**src/hdl/rtws_pkg.sv**
```systemverilog
`timescale 1ns / 1ps
`default_nettype none

package rtws_pkg;

  localparam int unsigned PointW   = 5;
  localparam int unsigned TrialW   = 8;
  localparam int unsigned PhaseW   = 2;
  localparam int unsigned TapW     = 4;
  localparam int unsigned CfgIdxW  = 2;
  localparam int unsigned CfgDataW = 8;

  localparam logic [PointW-1:0] MaxPoints    = 5'd31;
  localparam logic [PointW-1:0] MidPoint     = 5'd15;
  localparam logic              ModeResetVal = 1'b1;
  localparam logic [PointW-1:0] PointsReset  = 5'd31;
  localparam logic [TrialW-1:0] TrialsReset  = 8'd100;

  typedef enum logic [CfgIdxW-1:0] {
    CFG_SWEEP_MODE = 2'd0,
    CFG_POINTS     = 2'd1,
    CFG_TRIALS     = 2'd2,
    CFG_UNUSED     = 2'd3
  } cfg_idx_t;

  typedef enum logic {
    MODE_PHASE = 1'b0,
    MODE_DELAY = 1'b1
  } sweep_mode_t;

  typedef struct packed {
    logic [PointW-1:0] point_to_apply;
    logic [PhaseW-1:0] phase_setting;
    logic [TapW-1:0]   data_delay;
    logic [TapW-1:0]   strobe_delay;
    logic              sweep_done;
    logic [PointW-1:0] window_length;
    logic              window_fail;
  } result_t;

  // Maps a sweep point onto the phase or delay-line settings.
  function automatic result_t point_settings(input logic mode, input logic [PointW-1:0] p);
    result_t r;
    logic [PointW-1:0] diff;
    r = '0;
    r.point_to_apply = p;
    if (mode == MODE_PHASE) begin
      r.phase_setting = p[PhaseW-1:0];
    end else if (p <= MidPoint) begin
      diff = MidPoint - p;
      r.strobe_delay = diff[TapW-1:0];
    end else begin
      diff = p - MidPoint;
      r.data_delay = diff[TapW-1:0];
    end
    return r;
  endfunction

endpackage

`default_nettype wire

```
**src/hdl/rtws_if.sv**
```systemverilog
`timescale 1ns / 1ps
`default_nettype none

interface rtws_in_if;
  logic valid;
  logic ready;
  logic trial_pass;

  modport source (output valid, output trial_pass, input ready);
  modport sink (input valid, input trial_pass, output ready);
endinterface

interface rtws_out_if;
  logic                         valid;
  logic                         ready;
  logic [rtws_pkg::PointW-1:0]  point_to_apply;
  logic [rtws_pkg::PhaseW-1:0]  phase_setting;
  logic [rtws_pkg::TapW-1:0]    data_delay;
  logic [rtws_pkg::TapW-1:0]    strobe_delay;
  logic                         sweep_done;
  logic [rtws_pkg::PointW-1:0]  window_length;
  logic                         window_fail;

  modport source (
    output valid, output point_to_apply, output phase_setting, output data_delay,
    output strobe_delay, output sweep_done, output window_length, output window_fail,
    input ready
  );
  modport sink (
    input valid, input point_to_apply, input phase_setting, input data_delay,
    input strobe_delay, input sweep_done, input window_length, input window_fail,
    output ready
  );
endinterface

`default_nettype wire

```
**src/hdl/read_timing_window_search.sv**
```systemverilog
// Read-timing window search: controller of a read-leveling calibration sweep.
// in_ch carries the pass/fail outcome of one test read made outside the block
// at the point last reported. Every input transfer yields exactly one result on
// out_ch: the point, phase and delay taps to program next, or, on the last trial
// of the last point, the chosen point with sweep_done, window_length and
// window_fail. The sweep then starts over at point 0.
// The cfg_ port writes sweep_mode, points_in_sweep and trials_per_point by
// index; write only while no transfer is in flight.
// The result of an input transfer is registered in the output register, or in
// the skid register while out_ch stalls. One input is taken every cycle while
// the skid entry is empty; result and counter updates are computed combinationally.
// A two-entry output stage (output register plus skid register) lets the block
// take a new input while an unread result waits. When out_ch stalls, the skid
// entry fills and in_ch.ready drops until the receiver takes a result.
// Synchronous active-low reset clears the sweep state and both output entries
// and restores the register defaults (delay mode, 31 points, 100 trials).
`timescale 1ns / 1ps
`default_nettype none

module read_timing_window_search (
  input  wire                              clk,
  input  wire                              rst_n,
  rtws_in_if.sink                          in_ch,
  rtws_out_if.source                       out_ch,
  input  wire                              cfg_we,
  input  wire [rtws_pkg::CfgIdxW-1:0]      cfg_idx,
  input  wire [rtws_pkg::CfgDataW-1:0]     cfg_wdata
);
  import rtws_pkg::*;

  logic              sweep_mode_r;
  logic [PointW-1:0] points_r;
  logic [TrialW-1:0] trials_r;

  logic [PointW-1:0] current_point_r, current_point_nxt;
  logic [TrialW-1:0] trial_count_r, trial_count_nxt;
  logic [TrialW-1:0] hit_count_r, hit_count_nxt;
  logic [PointW-1:0] run_length_r, run_length_nxt;
  logic [PointW-1:0] best_length_r, best_length_nxt;
  logic [PointW-1:0] best_end_r, best_end_nxt;

  logic    out_valid_r, out_valid_nxt;
  logic    skid_valid_r, skid_valid_nxt;
  result_t out_data_r, out_data_nxt;
  result_t skid_data_r, skid_data_nxt;

  logic              in_xfer, out_xfer;
  logic [TrialW-1:0] ntr;
  logic [PointW-1:0] npts;
  logic [TrialW:0]   done_trials, hits;
  logic              point_end, good, last_point, new_best, fail;
  logic [PointW-1:0] run_inc, next_point, choice, half_len;
  logic [PointW:0]   point_inc;
  result_t           res;

  assign in_ch.ready = !skid_valid_r;
  assign in_xfer     = in_ch.valid && !skid_valid_r;
  assign out_xfer    = out_valid_r && out_ch.ready;

  always_ff @(posedge clk) begin
    if (!rst_n) begin
      sweep_mode_r <= ModeResetVal;
      points_r     <= PointsReset;
      trials_r     <= TrialsReset;
    end else if (cfg_we) begin
      unique case (cfg_idx)
        CFG_SWEEP_MODE: sweep_mode_r <= cfg_wdata[0];
        CFG_POINTS:     points_r     <= cfg_wdata[PointW-1:0];
        CFG_TRIALS:     trials_r     <= cfg_wdata[TrialW-1:0];
        default: ;
      endcase
    end
  end

  always_comb begin
    ntr = (trials_r == '0) ? TrialW'(1) : trials_r;
    if (points_r == '0) begin
      npts = PointW'(1);
    end else if (points_r > MaxPoints) begin
      npts = MaxPoints;
    end else begin
      npts = points_r;
    end

    done_trials = {1'b0, trial_count_r} + (TrialW+1)'(1);
    hits        = {1'b0, hit_count_r} + {{TrialW{1'b0}}, in_ch.trial_pass};
    point_end   = done_trials >= {1'b0, ntr};
    good        = hits == done_trials;

    run_inc   = run_length_r + PointW'(1);
    new_best  = good && (run_inc > best_length_r);
    point_inc = {1'b0, current_point_r} + (PointW+1)'(1);
    last_point = point_inc >= {1'b0, npts};
    next_point = point_inc[PointW-1:0];

    current_point_nxt = current_point_r;
    trial_count_nxt   = done_trials[TrialW-1:0];
    hit_count_nxt     = hits[TrialW-1:0];
    run_length_nxt    = run_length_r;
    best_length_nxt   = best_length_r;
    best_end_nxt      = best_end_r;
    fail              = 1'b0;
    choice            = '0;
    half_len          = '0;
    res               = point_settings(sweep_mode_r, current_point_r);

    if (point_end) begin
      trial_count_nxt = '0;
      hit_count_nxt   = '0;
      run_length_nxt  = good ? run_inc : '0;
      if (new_best) begin
        best_length_nxt = run_inc;
        best_end_nxt    = current_point_r;
      end
      if (!last_point) begin
        current_point_nxt = next_point;
        res = point_settings(sweep_mode_r, next_point);
      end else begin
        // The whole sweep is done: report the window and start over.
        half_len = best_length_nxt >> 1;
        if (sweep_mode_r == MODE_PHASE) begin
          fail = best_length_nxt == '0;
          if (!fail) choice = best_end_nxt + PointW'(1) - best_length_nxt;
        end else begin
          fail = best_length_nxt <= PointW'(1);
          if (!fail) choice = best_end_nxt - half_len;
        end
        res = point_settings(sweep_mode_r, choice);
        res.sweep_done    = 1'b1;
        res.window_length = best_length_nxt;
        res.window_fail   = fail;
        current_point_nxt = '0;
        run_length_nxt    = '0;
        best_length_nxt   = '0;
        best_end_nxt      = '0;
      end
    end
  end

  always_ff @(posedge clk) begin
    if (!rst_n) begin
      current_point_r <= '0;
      trial_count_r   <= '0;
      hit_count_r     <= '0;
      run_length_r    <= '0;
      best_length_r   <= '0;
      best_end_r      <= '0;
    end else if (in_xfer) begin
      current_point_r <= current_point_nxt;
      trial_count_r   <= trial_count_nxt;
      hit_count_r     <= hit_count_nxt;
      run_length_r    <= run_length_nxt;
      best_length_r   <= best_length_nxt;
      best_end_r      <= best_end_nxt;
    end
  end

  // Output stage: the skid entry drains into the output register first.
  always_comb begin
    out_valid_nxt  = out_valid_r;
    out_data_nxt   = out_data_r;
    skid_valid_nxt = skid_valid_r;
    skid_data_nxt  = skid_data_r;
    if (out_xfer || !out_valid_r) begin
      if (skid_valid_r) begin
        out_valid_nxt  = 1'b1;
        out_data_nxt   = skid_data_r;
        skid_valid_nxt = 1'b0;
      end else begin
        out_valid_nxt = in_xfer;
        out_data_nxt  = res;
      end
    end else if (in_xfer) begin
      skid_valid_nxt = 1'b1;
      skid_data_nxt  = res;
    end
  end

  always_ff @(posedge clk) begin
    if (!rst_n) begin
      out_valid_r  <= 1'b0;
      skid_valid_r <= 1'b0;
    end else begin
      out_valid_r  <= out_valid_nxt;
      skid_valid_r <= skid_valid_nxt;
    end
  end

  always_ff @(posedge clk) begin
    out_data_r  <= out_data_nxt;
    skid_data_r <= skid_data_nxt;
  end

  assign out_ch.valid          = out_valid_r;
  assign out_ch.point_to_apply = out_data_r.point_to_apply;
  assign out_ch.phase_setting  = out_data_r.phase_setting;
  assign out_ch.data_delay     = out_data_r.data_delay;
  assign out_ch.strobe_delay   = out_data_r.strobe_delay;
  assign out_ch.sweep_done     = out_data_r.sweep_done;
  assign out_ch.window_length  = out_data_r.window_length;
  assign out_ch.window_fail    = out_data_r.window_fail;

endmodule

`default_nettype wire

```
**src/flat_wrapper.sv**
```systemverilog
// flat-port wrapper written by rule: the top's interface ports become plain ports
module read_timing_window_search_flat import rtws_pkg::*;
  (clk, rst_n, cfg_we, cfg_idx, cfg_wdata, in_ch_valid, in_ch_trial_pass, in_ch_ready, out_ch_valid, out_ch_point_to_apply, out_ch_phase_setting, out_ch_data_delay, out_ch_strobe_delay, out_ch_sweep_done, out_ch_window_length, out_ch_window_fail, out_ch_ready);
  rtws_in_if in_ch_i ();
  rtws_out_if out_ch_i ();
  input  wire clk;
  input  wire rst_n;
  input  wire cfg_we;
  input  wire [rtws_pkg::CfgIdxW-1:0] cfg_idx;
  input  wire [rtws_pkg::CfgDataW-1:0] cfg_wdata;
  input wire logic [$bits(in_ch_i.valid)-1:0] in_ch_valid;
  input wire logic [$bits(in_ch_i.trial_pass)-1:0] in_ch_trial_pass;
  output wire logic [$bits(in_ch_i.ready)-1:0] in_ch_ready;
  output wire logic [$bits(out_ch_i.valid)-1:0] out_ch_valid;
  output wire logic [$bits(out_ch_i.point_to_apply)-1:0] out_ch_point_to_apply;
  output wire logic [$bits(out_ch_i.phase_setting)-1:0] out_ch_phase_setting;
  output wire logic [$bits(out_ch_i.data_delay)-1:0] out_ch_data_delay;
  output wire logic [$bits(out_ch_i.strobe_delay)-1:0] out_ch_strobe_delay;
  output wire logic [$bits(out_ch_i.sweep_done)-1:0] out_ch_sweep_done;
  output wire logic [$bits(out_ch_i.window_length)-1:0] out_ch_window_length;
  output wire logic [$bits(out_ch_i.window_fail)-1:0] out_ch_window_fail;
  input wire logic [$bits(out_ch_i.ready)-1:0] out_ch_ready;
  assign in_ch_i.valid = in_ch_valid;
  assign in_ch_i.trial_pass = in_ch_trial_pass;
  assign in_ch_ready = in_ch_i.ready;
  assign out_ch_valid = out_ch_i.valid;
  assign out_ch_point_to_apply = out_ch_i.point_to_apply;
  assign out_ch_phase_setting = out_ch_i.phase_setting;
  assign out_ch_data_delay = out_ch_i.data_delay;
  assign out_ch_strobe_delay = out_ch_i.strobe_delay;
  assign out_ch_sweep_done = out_ch_i.sweep_done;
  assign out_ch_window_length = out_ch_i.window_length;
  assign out_ch_window_fail = out_ch_i.window_fail;
  assign out_ch_i.ready = out_ch_ready;
  read_timing_window_search u_core (.clk(clk), .rst_n(rst_n), .in_ch(in_ch_i), .out_ch(out_ch_i), .cfg_we(cfg_we), .cfg_idx(cfg_idx), .cfg_wdata(cfg_wdata));
endmodule
```
**config.mk**
```make
export PLATFORM = sky130hd
export DESIGN_NAME = read_timing_window_search_flat
export DESIGN_NICKNAME = d
export VERILOG_FILES = /design/src/hdl/rtws_pkg.sv /design/src/hdl/rtws_if.sv /design/src/hdl/read_timing_window_search.sv /design/src/flat_wrapper.sv
export SDC_FILE = /design/constraint.sdc
export NUM_CORES = 1
export LEC_CHECK = 0
export BUFFER_PORTS_ARGS = -buffer_cell sky130_fd_sc_hd__buf_2
export CORE_ASPECT_RATIO = 1.5
export CORE_MARGIN = 10
export CORE_UTILIZATION = 50
export CTS_CLUSTER_DIAMETER = 60
export CTS_CLUSTER_SIZE = 40
export DETAILED_ROUTE_END_ITERATION = 7
export PLACE_DENSITY = 0.68
export SLEW_MARGIN = 20
export SYNTH_ARGS = -nofsm -noshare
export SYNTH_HDL_FRONTEND = slang
export SYNTH_SLANG_ARGS = --single-unit
```
**constraint.sdc**
```tcl
create_clock -name clk -period 8.4 [get_ports clk]
set_input_delay 0.84 -clock clk [delete_from_list [all_inputs] [get_ports clk]]
set_output_delay 0.84 -clock clk [all_outputs]
set_load 0.005 [all_outputs]
```
==> results of run 1 <==
-- registers in the layout, indices dropped and copies added, names as in the netlist, 5 cells and up --
| register | count |
|---|---|
| u_core.out_ch.point_to_apply | 5 |
| u_core.hit_count_r | 8 |
| u_core.points_r | 5 |
| u_core.trial_count_r | 8 |
| u_core.run_length_r | 5 |
| u_core.best_length_r | 5 |
| u_core.out_ch.window_length | 5 |
| u_core.best_end_r | 5 |
| u_core.trials_r | 8 |
| u_core.skid_data_r | 22 |
| u_core.current_point_r | 5 |
-- kinds of logic after synthesis --
family	after synthesis	share of synthesized area (%)
buffers and inverters	70	4.62
DFF	96	40.2
xor gates and xnor gates	28	4.17
AOI/OAI and AO/OA	157	17.9
muxes	32	5.83
and+or+nand+nor	227	18.9
adders and majority gates	38	8.35
-- worst reg2reg max path, cell delays in order, from the launching register on --
cell and delay (ns):
dfxtp_1 0.46, ha_1 0.27, nand3_1 0.12, xnor2_1 0.49, ha_1 0.34, nand2_1 0.07
o22ai_1 0.08, a21oi_1 0.26, nand4b_2 0.65, mux2i_1 0.63, inv_1 0.13, ha_1 0.25
fa_1 0.42, xnor2_1 0.27, nand3_1 0.13, mux2i_2 0.24, o22ai_1 0.16, or4_4 0.47
a21boi_0 0.40, o21a_1 0.19
-- worst min path at each step --
stage,endpoint,cells past startpoint,from
floorplan,u_core.best_end_r[1],2,u_core.best_end_r[1]
global placement,u_core.best_end_r[0],2,u_core.best_end_r[0]
detailed placement,u_core.best_end_r[0],2,u_core.best_end_r[0]
CTS,u_core.best_end_r[0],2,u_core.best_end_r[0]
global route,u_core.best_end_r[0],2,u_core.best_end_r[0]
finish,u_core.best_end_r[0],2,u_core.best_end_r[0]
-- routing by layer --
metal  GRT usage [%]  share of wire (%)  up-vias
met2            31.4                 53      134
met1            18.6                 39     2264
met5               0                  0        -
li1                -                  -     2396
met4            7.81                3.1        0
met3            2.92                4.7       35
-- power groups by stage --
stage / sequential [mW] / clock (mW) / combinational (mW)
3_5_place_dp: 0.515 / 0 / 0.0932
4_1_cts: 0.505 / 0.419 / 0.0938
5_1_grt: 0.506 / 0.435 / 0.103
3_3_place_gp: 0.515 / 0 / 0.0910
6_report: 0.504 / 0.412 / 0.0934
2_1_floorplan: 0.514 / 0 / 0.0674
-- Yosys cell counts, types with 10 or more instances --
master,n
a21oi_1,24
a21o_1,10
nor2b_1,22
a21boi_0,11
ha_1,36
clkbuf_1,26
inv_1,39
mux2_2,12
o21ai_0,38
nand3_1,24
mux2i_1,18
edfxtp_1,44
o21a_1,10
nor3_1,13
xnor2_1,22
dfxtp_1,52
nand2_1,71
nor2_1,49
o31ai_1,13
-- layout by cell type (no fill, tap or decap), drive strengths merged, types with 3 or more instances in the layout --
master,n
o21a,10
a22oi,3
edfxtp,44
buf,45
and2,4
mux2,12
nand4,7
a22o,4
clkinv,3
or4,3
nor3b,4
o31ai,13
o21ai,39
a21o,10
xor2,6
or2,3
inv,40
mux2i,20
a31oi,6
nand2b,8
ha,36
nand2,71
nor2,49
a32o,3
a21oi,24
a2bb2oi,4
nor4,6
a21boi,11
nand3b,5
nand3,24
dfxtp,52
a211oi,4
or3,4
nor2b,22
o22ai,9
xnor2,22
a41oi,3
clkbuf,10
nor3,13
-- layout make-up --
| cell class | count | area share, % |
|---|---|---|
| tap | 150 | 2.89 |
| sequential | 96 | 36.4 |
| clock inverter | 6 | 1.04 |
| timing repair buffer | 45 | 3.70 |
| multi-input combinational | 482 | 50.1 |
| clock buffer | 10 | 3.53 |
| inverter | 40 | 2.31 |
==> results.ini, run 1 <==
[global_route]
overflow = 0
grt_usage_pct = 17.3
grt_pass1_vias = 4795
grt_pass1_wl_um = 23200
grt_max_degree = 43
antenna_found_initial = 0

[logic_synthesis]
syn_inst = 648
syn_area_mm2 = 0.00588
synth_top_area_cell = edfxtp_1
yosysWarnings = 0
synth_seq_cells = 96
synth_area_leaders = edfxtp_1 (22%), dfxtp_1 (18%), ha_1 (7.7%)
yosys.area.top_type_share_pct = 22.5
async_flop_share_pct = 0
synth_nets = 702
syn_area_per_cell_um2 = 9.07
yosys_most_used_dff = dfxtp_1
synthDistinctLibCells = 61
synth-edff-count = 44
yosysSeqAreaShare_pct = 40.2

[floorplanning]
ioPinCount = 40
start_util_pct = 51.0
fp.dieArea_mm2 = 0.0166
die_h_um = 153
die_x_um = 109
core_area_mm2 = 0.0115
num_rows = 48

[job]
maxCapViolCount = 0

[worst_setup_path]
cp-end-kind = flip-flop
crit_required_ns = 8.62
path_common_cell = ha_1
timing.rr.start = u_core.run_length_r[0]
criticalPathCategory = flip-flop to flip-flop
cp_slowest_cell = nand4b_2
crit_arrival_ns = 6.37
critPathMaxFanout = 21
slowest_delay_ns = 0.65
start_kind = flip-flop
cpLargestDelayFamily = simple AND/OR/NAND/NOR gates
crit_end = u_core.skid_data_r[11]
ff2ff_path_depth = 19
critPathBufInv = 1
rrSetupSlack_ns = 2.25
crit_start = u_core.run_length_r[0]
crit_cells = 19
critical_path.cell_chain = ha_1 > nand3_1 > xnor2_1 > ha_1 > nand2_1 > o22ai_1 > a21oi_1 > nand4b_2 > mux2i_1 > inv_1 > ha_1 > fa_1 > xnor2_1 > nand3_1 > mux2i_2 > o22ai_1 > or4_4 > a21boi_0 > o21a_1
reg2reg_to = u_core.skid_data_r[11]

[sta]
hold_viol = 0
slew_headroom_pct = 32.9
setup_viol = 0
fin_tns_setup_ns = 0
post-route-min-period_ns = 6.15
clock.fmax_mhz = 163
fin_crit_sh_pct = 73.2
hold_ws_ns = 0.458
rsz0062_at_grt = false
worst_pin_slew_ns = 1.00
slew_violations = 0
clock_skew_ns = 0.0148
fin_ws_ns = 2.25

[finish]
syn_to_final_growth_pct = 10.5
final_util_pct = 56.3
finalNetCount = 728
drive_gt1_share_pct = 12.5
multi_input_area_mm2 = 0.00325
fin_cells = 829
antenna_cells = 0
seq_area_mm2 = 0.00236
nFillCells = 1099
design_area_mm2 = 0.00649

[pwr]
ir_drop_v = 0.0000952
power_mw = 1.01
clockPowerShare_pct = 40.8
pwr-share-comb_pct = 9.3
switchingPower_mw = 0.241
p_leak_nw = 2.71
power_density_mw_per_mm2 = 156
seqPwrFrac_pct = 50.0
switching_share_pct = 23.9
p_int_mw = 0.768

[hold_path]
holdCritPathClass = flip-flop to flip-flop

[clock_network]
ctsHoldBuffers = 0
clock-root-buffer = clkbuf_16
cts_setup_buffers = 0
clkLatencyLatePin_ns = 0.36
cts_resized = 0
cts_buffers = 9
cts_tree = yes
cts-htree-levels = 3
clk_pin_slew_ns = 0.07
cts.sinks = 96
cts_buffer_depth = 2

[routing]
vias = 4829
drc = 0
drt_first_iter_violations = 224
firstDrtPassIters = 5
viasPerCell = 5.83
wire_per_inst_um = 17.1
wl_um = 14200
ant_nets = 0

[placement]
portBuffers = 39
place_inst = 813
dp_worst_setup_slack_ns = 2.07
gp_congestion = 0.902
dp_hpwl_um = 10600
placed_area_mm2 = 0.00619

[status]
status = complete, no violations

No activity file was read; power rests on OpenSTA's default activity.
==> run 2, diff against run 1 <==
Settings changed: ABC_AREA set to 1.
Clock period 8.4 ns to 6.4 ns, I/O delays scaled along.
==> run 2 against run 1 <==
Sequential share of layout area shrank 0.25 points; core utilization up 0.097 points; worst hold slack improved by 0.017 ns; combinational power increased by 19%; critical path depth increased by 6; synthesized cell count grew 18%; setup slack got worse by 0.90 ns; clock power is 24% higher; register-to-register slack got worse by 0.90 ns; largest cell class unchanged.
==> results.ini, run 2 <==
[job]
maxCapViolCount = 0  ; unchanged

[sta]
hold_viol = 0  ; unchanged
fin_crit_sh_pct = 79.0  ; was 73.2%
fin_tns_setup_ns = 0  ; unchanged
clock.fmax_mhz = 198  ; was 163 MHz
rsz0062_at_grt = false  ; unchanged
worst_pin_slew_ns = 1.04  ; was 1.00 ns
post-route-min-period_ns = 5.05  ; was 6.15 ns
clock_skew_ns = 0.00754  ; was 0.0148 ns
slew_violations = 0  ; unchanged
slew_headroom_pct = 30.4  ; was 32.9%
setup_viol = 0  ; unchanged

[clock_network]
clk_pin_slew_ns = 0.06  ; was 0.07 ns
clkLatencyLatePin_ns = 0.34  ; was 0.36 ns
clock-root-buffer = clkbuf_16  ; unchanged
cts_buffer_depth = 2  ; unchanged
ctsHoldBuffers = 0  ; unchanged
cts_resized = 0  ; unchanged
cts-htree-levels = 3  ; unchanged
cts.sinks = 96  ; unchanged
cts_buffers = 9  ; unchanged
cts_tree = yes  ; unchanged
cts_setup_buffers = 0  ; unchanged

[finish]
nFillCells = 1069  ; was 1099
finalNetCount = 849  ; was 728
seq_area_mm2 = 0.00236  ; unchanged
drive_gt1_share_pct = 14.8  ; was 12.5%
regMostFlops = u_core.skid_data_r  ; unchanged
multi_input_area_mm2 = 0.00314  ; was 0.00325 mm^2
design_area_mm2 = 0.00654  ; was 0.00649 mm^2
final_cell_mix = nand2_1 (228), inv_1 (86), nor2_1 (60)  ; was nand2_1 (71), dfxtp_1 (52), nor2_1 (48)
antenna_cells = 0  ; unchanged
largest_reg_flops = 22  ; unchanged
final_common_cell = nand2_1  ; unchanged
syn_to_final_growth_pct = 9.13  ; was 10.5%

[worst_setup_path]
reg2reg_to = u_core.out_ch.data_delay[3]  ; was u_core.skid_data_r[11]
ff2ff_path_depth = 25  ; was 19
path_common_cell = nand2_1  ; was ha_1
cpLargestDelayFamily = compound AO/OA/AOI/OAI gates  ; was simple AND/OR/NAND/NOR gates
critPathBufInv = 1  ; unchanged
crit_start = u_core.run_length_r[0]  ; unchanged
cp-end-kind = flip-flop  ; unchanged
rrSetupSlack_ns = 1.35  ; was 2.25 ns
crit_arrival_ns = 5.14  ; was 6.37 ns
crit_end = u_core.out_ch.data_delay[3]  ; was u_core.skid_data_r[11]
criticalPathCategory = flip-flop to flip-flop  ; unchanged
start_kind = flip-flop  ; unchanged
crit_required_ns = 6.49  ; was 8.62 ns
slowest_delay_ns = 0.42  ; was 0.65 ns
timing.rr.start = u_core.run_length_r[0]  ; unchanged
critPathMaxFanout = 12  ; was 21
crit_cells = 25  ; was 19
cp_slowest_cell = a21oi_1  ; was nand4b_2

[pwr]
ir_drop_v = 0.000130  ; was 0.0000952 V
p_leak_nw = 2.89  ; was 2.71 nW
power_density_mw_per_mm2 = 197  ; was 156 mW/mm^2

[logic_synthesis]
syn_inst = 765  ; was 648
syn_area_per_cell_um2 = 7.83  ; was 9.07 um^2
synthDistinctLibCells = 54  ; was 61
yosys.area.top_type_share_pct = 22.1  ; was 22.5%
yosysWarnings = 0  ; unchanged
synth_nets = 819  ; was 702
synth_top_area_cell = edfxtp_1  ; unchanged
yosys_most_used_dff = dfxtp_1  ; unchanged
syn_area_mm2 = 0.00599  ; was 0.00588 mm^2
async_flop_share_pct = 0  ; unchanged
yosysMostFrequentCell = nand2_1  ; unchanged
synth-edff-count = 44  ; unchanged
synth_seq_cells = 96  ; unchanged
yosysSeqAreaShare_pct = 39.4  ; was 40.2%
synth_area_leaders = edfxtp_1 (22%), dfxtp_1 (17%), nand2_1 (14%)  ; was edfxtp_1 (22%), dfxtp_1 (18%), ha_1 (7.7%)
synth.top_cells.by_count = nand2_1 (228), inv_1 (86), nor2_1 (60)  ; was nand2_1 (71), dfxtp_1 (52), nor2_1 (49)

[floorplanning]
die_x_um = 109  ; about the same
ioPinCount = 40  ; unchanged
start_util_pct = 51.7  ; was 51.0%
die_h_um = 154  ; was 153 um
num_rows = 48  ; unchanged
core_area_mm2 = 0.0116  ; was 0.0115 mm^2
fp.dieArea_mm2 = 0.0168  ; was 0.0166 mm^2

[routing]
wl_um = 13500  ; was 14200 um
wire_per_inst_um = 14.2  ; was 17.1 um
vias = 4919  ; was 4829
ant_nets = 0  ; unchanged
drc = 0  ; unchanged
firstDrtPassIters = 4  ; was 5
drt_first_iter_violations = 222  ; was 224
viasPerCell = 5.18  ; was 5.83

[global_route]
grt_max_degree = 31  ; was 43
antenna_found_initial = 0  ; unchanged
grt_pass1_vias = 4915  ; was 4795
grt_usage_pct = 16.3  ; was 17.3%
grt_pass1_wl_um = 22600  ; was 23200 um
overflow = 0  ; unchanged

[status]
status = complete, no violations  ; unchanged

[placement]
portBuffers = 39  ; unchanged
placed_area_mm2 = 0.00625  ; was 0.00619 mm^2
dp_hpwl_um = 10500  ; was 10600 um
gp_congestion = 0.894  ; was 0.902

[hold_path]
holdCritPathClass = flip-flop to flip-flop  ; unchanged

[run 2: cell count changes in the layout (fill, tap and decap cells not counted), moves of 19 or more]
cell     change
a21oi_1     +23
nand2_1    +157
nor2b_1     -22
xnor2_1     -19
inv_1       +47
nand2_2     +19
[run 2: worst min path at each step]
stage,depth (start not counted),start,to
after floorplan,2,u_core.best_end_r[2],u_core.best_end_r[2]
after global placement,2,u_core.best_end_r[3],u_core.best_end_r[3]
after detailed placement,2,u_core.best_end_r[2],u_core.best_end_r[2]
after CTS,2,u_core.best_end_r[3],u_core.best_end_r[3]
after global routing,2,u_core.hit_count_r[0],u_core.hit_count_r[0]
final,2,u_core.hit_count_r[0],u_core.hit_count_r[0]
[run 2: final cells by class]
class / count / area share [%]
sequential: 96 / 36.1
tap: 150 / 2.87
clock buffer: 12 / 3.94
inverter: 95 / 5.48
multi-input combinational: 553 / 48.0
clock inverter: 4 / 0.440
timing repair buffer: 40 / 3.10
[run 2: metrics by stage]
stage               power, mW  worst slack, ns  utilization [%]  hold slack (ns)  cells
finish                   1.29             1.35             56.4            0.475    950
global route             1.34            0.839             56.4            0.499    950
CTS                      1.30             1.34             56.4            0.473    950
detailed placement      0.793             1.36             53.9            0.460    934
global placement        0.790             1.50             53.9            0.456    934
floorplan               0.762             2.04                -            0.445    765
[run 2: metal layers]
metal | part of all wire (%) | track usage, %
met4 | 1.5 | 4.60
met1 | 40 | 17.2
met3 | 3.2 | 3.47
met2 | 55 | 30.9
met5 | 0 | 0
[run 2: cells by family (layout without fill, tap and decap cells)]
family                     after synthesis  in the layout  synth area share [%]
buffers and inverters                  116            151                  8.15
and+or+nand+nor                        384            384                  29.8
AOI/OAI and AO/OA                      115            115                  11.8
xor gates and xnor gates                16             16                  2.59
adders and majority gates               38             38                  8.19
DFF                                     96             96                  39.4
[run 2: worst min-delay path, stage by stage (launching register included)]
cell     delay [ns]
dfxtp_1        0.31
nand2_1        0.06
a21oi_1        0.06
[run 2: where the power goes]
| part | switching, mW | internal (mW) | leakage (nW) | total [mW] |
|---|---|---|---|---|
| Sequential | 0.00915 | 0.657 | 0.865 | 0.666 |
| Clock | 0.223 | 0.286 | 0.138 | 0.509 |
| Combinational | 0.0748 | 0.0366 | 1.89 | 0.111 |
==> run 3, diff against run 2 <==
Settings changed: ABC_AREA 1 to 0, PLACE_DENSITY 0.68 to 0.71.
Clock period 6.4 ns to 4.45 ns, I/O delays scaled along.
==> run 3 against run 2 <==
The flow now finishes with violations (setup timing); total power increased by 53%; first-iteration DRC count rose by 50%; highest routed layer unchanged; via count up 8.4%; clock skew increased by 0.0010 ns; die area fell by 1.6%; maximum frequency up 8.4%; setup slack got worse by 1.6 ns; final cell count shrank 3.9%; critical path type unchanged; final area is 14% higher; combinational power increased by 130%; flip-flop and latch count did not move; core utilization rose by 8.2 points.
==> results.ini, run 3 (synthesized netlist as in run 1, its figures left out) <==
[floorplanning]
num_rows = 48  ; unchanged
fp.dieArea_mm2 = 0.0166  ; was 0.0168 mm^2
start_util_pct = 51.0  ; was 51.7%
core_area_mm2 = 0.0115  ; was 0.0116 mm^2
die_h_um = 153  ; was 154 um
die_x_um = 109  ; about the same
ioPinCount = 40  ; unchanged

[routing]
wire_per_inst_um = 17.3  ; was 14.2 um
drt_first_iter_violations = 333  ; was 222
drc = 0  ; unchanged
vias = 5330  ; was 4919
ant_nets = 0  ; unchanged
viasPerCell = 5.84  ; was 5.18
wl_um = 15800  ; was 13500 um
firstDrtPassIters = 7  ; was 4

[global_route]
overflow = 0  ; unchanged
antenna_found_initial = 0  ; unchanged
grt_pass1_wl_um = 25400  ; was 22600 um
grt_max_degree = 43  ; was 31
grt_pass1_vias = 5378  ; was 4915
grt_usage_pct = 18.8  ; was 16.3%

[finish]
finalNetCount = 812  ; was 849
final_cell_mix = buf_4 (88), nand2_1 (70), dfxtp_1 (50)  ; was nand2_1 (228), inv_1 (86), nor2_1 (60)
syn_to_final_growth_pct = 26.8  ; was 9.13%
antenna_cells = 0  ; unchanged
drive_gt1_share_pct = 27.7  ; was 14.8%
largest_reg_flops = 22  ; unchanged
regMostFlops = u_core.skid_data_r  ; unchanged
final_common_cell = buf_4  ; was nand2_1

[sta]
fin_ws_ns = -0.211  ; was 1.35 ns
setup_viol = 18  ; was 0
clock.fmax_mhz = 215  ; was 198 MHz
post-route-min-period_ns = 4.66  ; was 5.05 ns
slew_violations = 0  ; unchanged
rsz0062_at_grt = true  ; was false
worst_pin_slew_ns = 0.663  ; was 1.04 ns
hold_viol = 0  ; unchanged
slew_headroom_pct = 55.7  ; was 30.4%
clock_skew_ns = 0.00856  ; was 0.00754 ns
hold_ws_ns = 0.334  ; was 0.475 ns
fin_crit_sh_pct = 105  ; was 79.0%

[clock_network]
cts_buffer_depth = 2  ; unchanged
clock-root-buffer = clkbuf_16  ; unchanged
cts.sinks = 96  ; unchanged
clkLatencyLatePin_ns = 0.35  ; was 0.34 ns
cts_tree = yes  ; unchanged
cts_buffers = 9  ; unchanged
clk_pin_slew_ns = 0.07  ; was 0.06 ns
ctsHoldBuffers = 0  ; unchanged
cts-htree-levels = 3  ; unchanged

[worst_setup_path]
cp_slowest_cell = or4_4  ; was a21oi_1
critPathMaxFanout = 6  ; was 12
criticalPathCategory = flip-flop to flip-flop  ; unchanged
rrSetupSlack_ns = -0.21  ; was 1.35 ns
ff2ff_path_depth = 19  ; was 25
start_kind = flip-flop  ; unchanged
cpLargestDelayFamily = simple AND/OR/NAND/NOR gates  ; was compound AO/OA/AOI/OAI gates
critical_path.cell_chain = ha_4 > nand4_1 > o21a_1 > or4_4 > a211oi_4 > nand4b_4 > clkbuf_16 > mux2i_2 > buf_4 > ha_1 > ha_1 > a21oi_2 > xnor2_2 > nor2b_1 > mux2_4 > or2_4 > a311o_1 > buf_4 > nand2_1
crit_start = u_core.hit_count_r[0]  ; was u_core.run_length_r[0]
crit_required_ns = 4.66  ; was 6.49 ns
cp-end-kind = flip-flop  ; unchanged
crit_arrival_ns = 4.87  ; was 5.14 ns
slowest_delay_ns = 0.50  ; was 0.42 ns
timing.rr.start = u_core.hit_count_r[0]  ; was u_core.run_length_r[0]
reg2reg_to = u_core.skid_data_r[12]  ; was u_core.out_ch.data_delay[3]
critPathBufInv = 3  ; was 1

[hold_path]
holdCritPathClass = primary input to flip-flop  ; was flip-flop to flip-flop
hold_end = u_core.trials_r[5]  ; was u_core.hit_count_r[0]
holdPathStages = 3  ; was 2
hp-start = cfg_wdata[5]  ; was u_core.hit_count_r[0]

[placement]
dp_worst_setup_slack_ns = -0.394  ; was 1.36 ns
gp_congestion = 0.905  ; was 0.894
dp_hpwl_um = 11800  ; was 10500 um
portBuffers = 39  ; unchanged

[status]
failed_checks = setup timing
status = complete, but fails checks  ; was complete, no violations

[pwr]
p_leak_nw = 3.19  ; was 2.89 nW
power_density_mw_per_mm2 = 265  ; was 197 mW/mm^2
ir_drop_v = 0.000189  ; was 0.000130 V

[job]
maxCapViolCount = 0  ; unchanged

-- run 3: changes by cell type in the layout (fill, tap and decap cells not counted), moves of 15 or more --
cell / delta
nand2_1: -158
inv_1: -48
nor2b_1: +21
xnor2_1: +15
nand2_2: -18
buf_4: +87
a21oi_1: -27
-- run 3: timing repair --
item                                    in CTS  in global routing
pin swaps                                    4                 17
cloned                                       0                  1
gates resized for setup                      7                 26
setup buffers                                3                  8
hold endpoints to repair                     0                  0
endpoints found under the setup margin      20                 21
-- run 3: layout make-up --
type                    count  area [um^2]
fillers                   961         4080
multi-input cells         482         3550
flip-flops and latches     96         2360
repair buffers            129          901
clock buffers              10          230
well taps                 150          188
inverters                  40          150
clock inverters             6         68.8
-- run 3: routing by layer --
metal	track usage (%)	part of all wire, %	routed length, um	vias up
li1	-	-	-	2549
met1	19.8	38	5960	2551
met2	35.3	54	8590	186
met3	2.84	4.5	708	44
met4	7.94	3.5	555	0
met5	0	0	0	-
-- run 3: worst min-delay path: stages --
cell and delay (ns):
buf_2 0.07, o21ai_0 0.07, nand2_1 0.06
-- run 3: where the power goes --
part	switching (mW)	internal [mW]
sequential	0.0104	0.942
combinational	0.128	0.123
clock	0.329	0.441
-- run 3: stage by stage --
stage / util, % / instances / TNS, ns / area, um^2 / total power, mW
after CTS: 62.8 / 904 / -0.731 / 7240 / 1.97
after floorplan: - / 648 / -1.38 / 6050 / 1.12
after detailed placement: 59.8 / 885 / -5.38 / 6890 / 1.20
after global placement: 59.8 / 885 / -3.60 / 6890 / 1.19
after global routing: 64.6 / 913 / -5.51 / 7450 / 2.05
final: 64.6 / 913 / -1.97 / 7450 / 1.97
-- run 3: worst max-delay path by stage --
stage | to | slack [ns] | depth (start not counted)
floorplan | u_core.out_ch.data_delay[1] | -0.25 | 20
global placement | u_core.out_ch.data_delay[0] | -0.31 | 19
detailed placement | u_core.out_ch.data_delay[1] | -0.39 | 19
CTS | u_core.out_ch.data_delay[1] | -0.14 | 18
global route | u_core.out_ch.data_delay[1] | -0.42 | 21
finish | u_core.skid_data_r[12] | -0.21 | 19
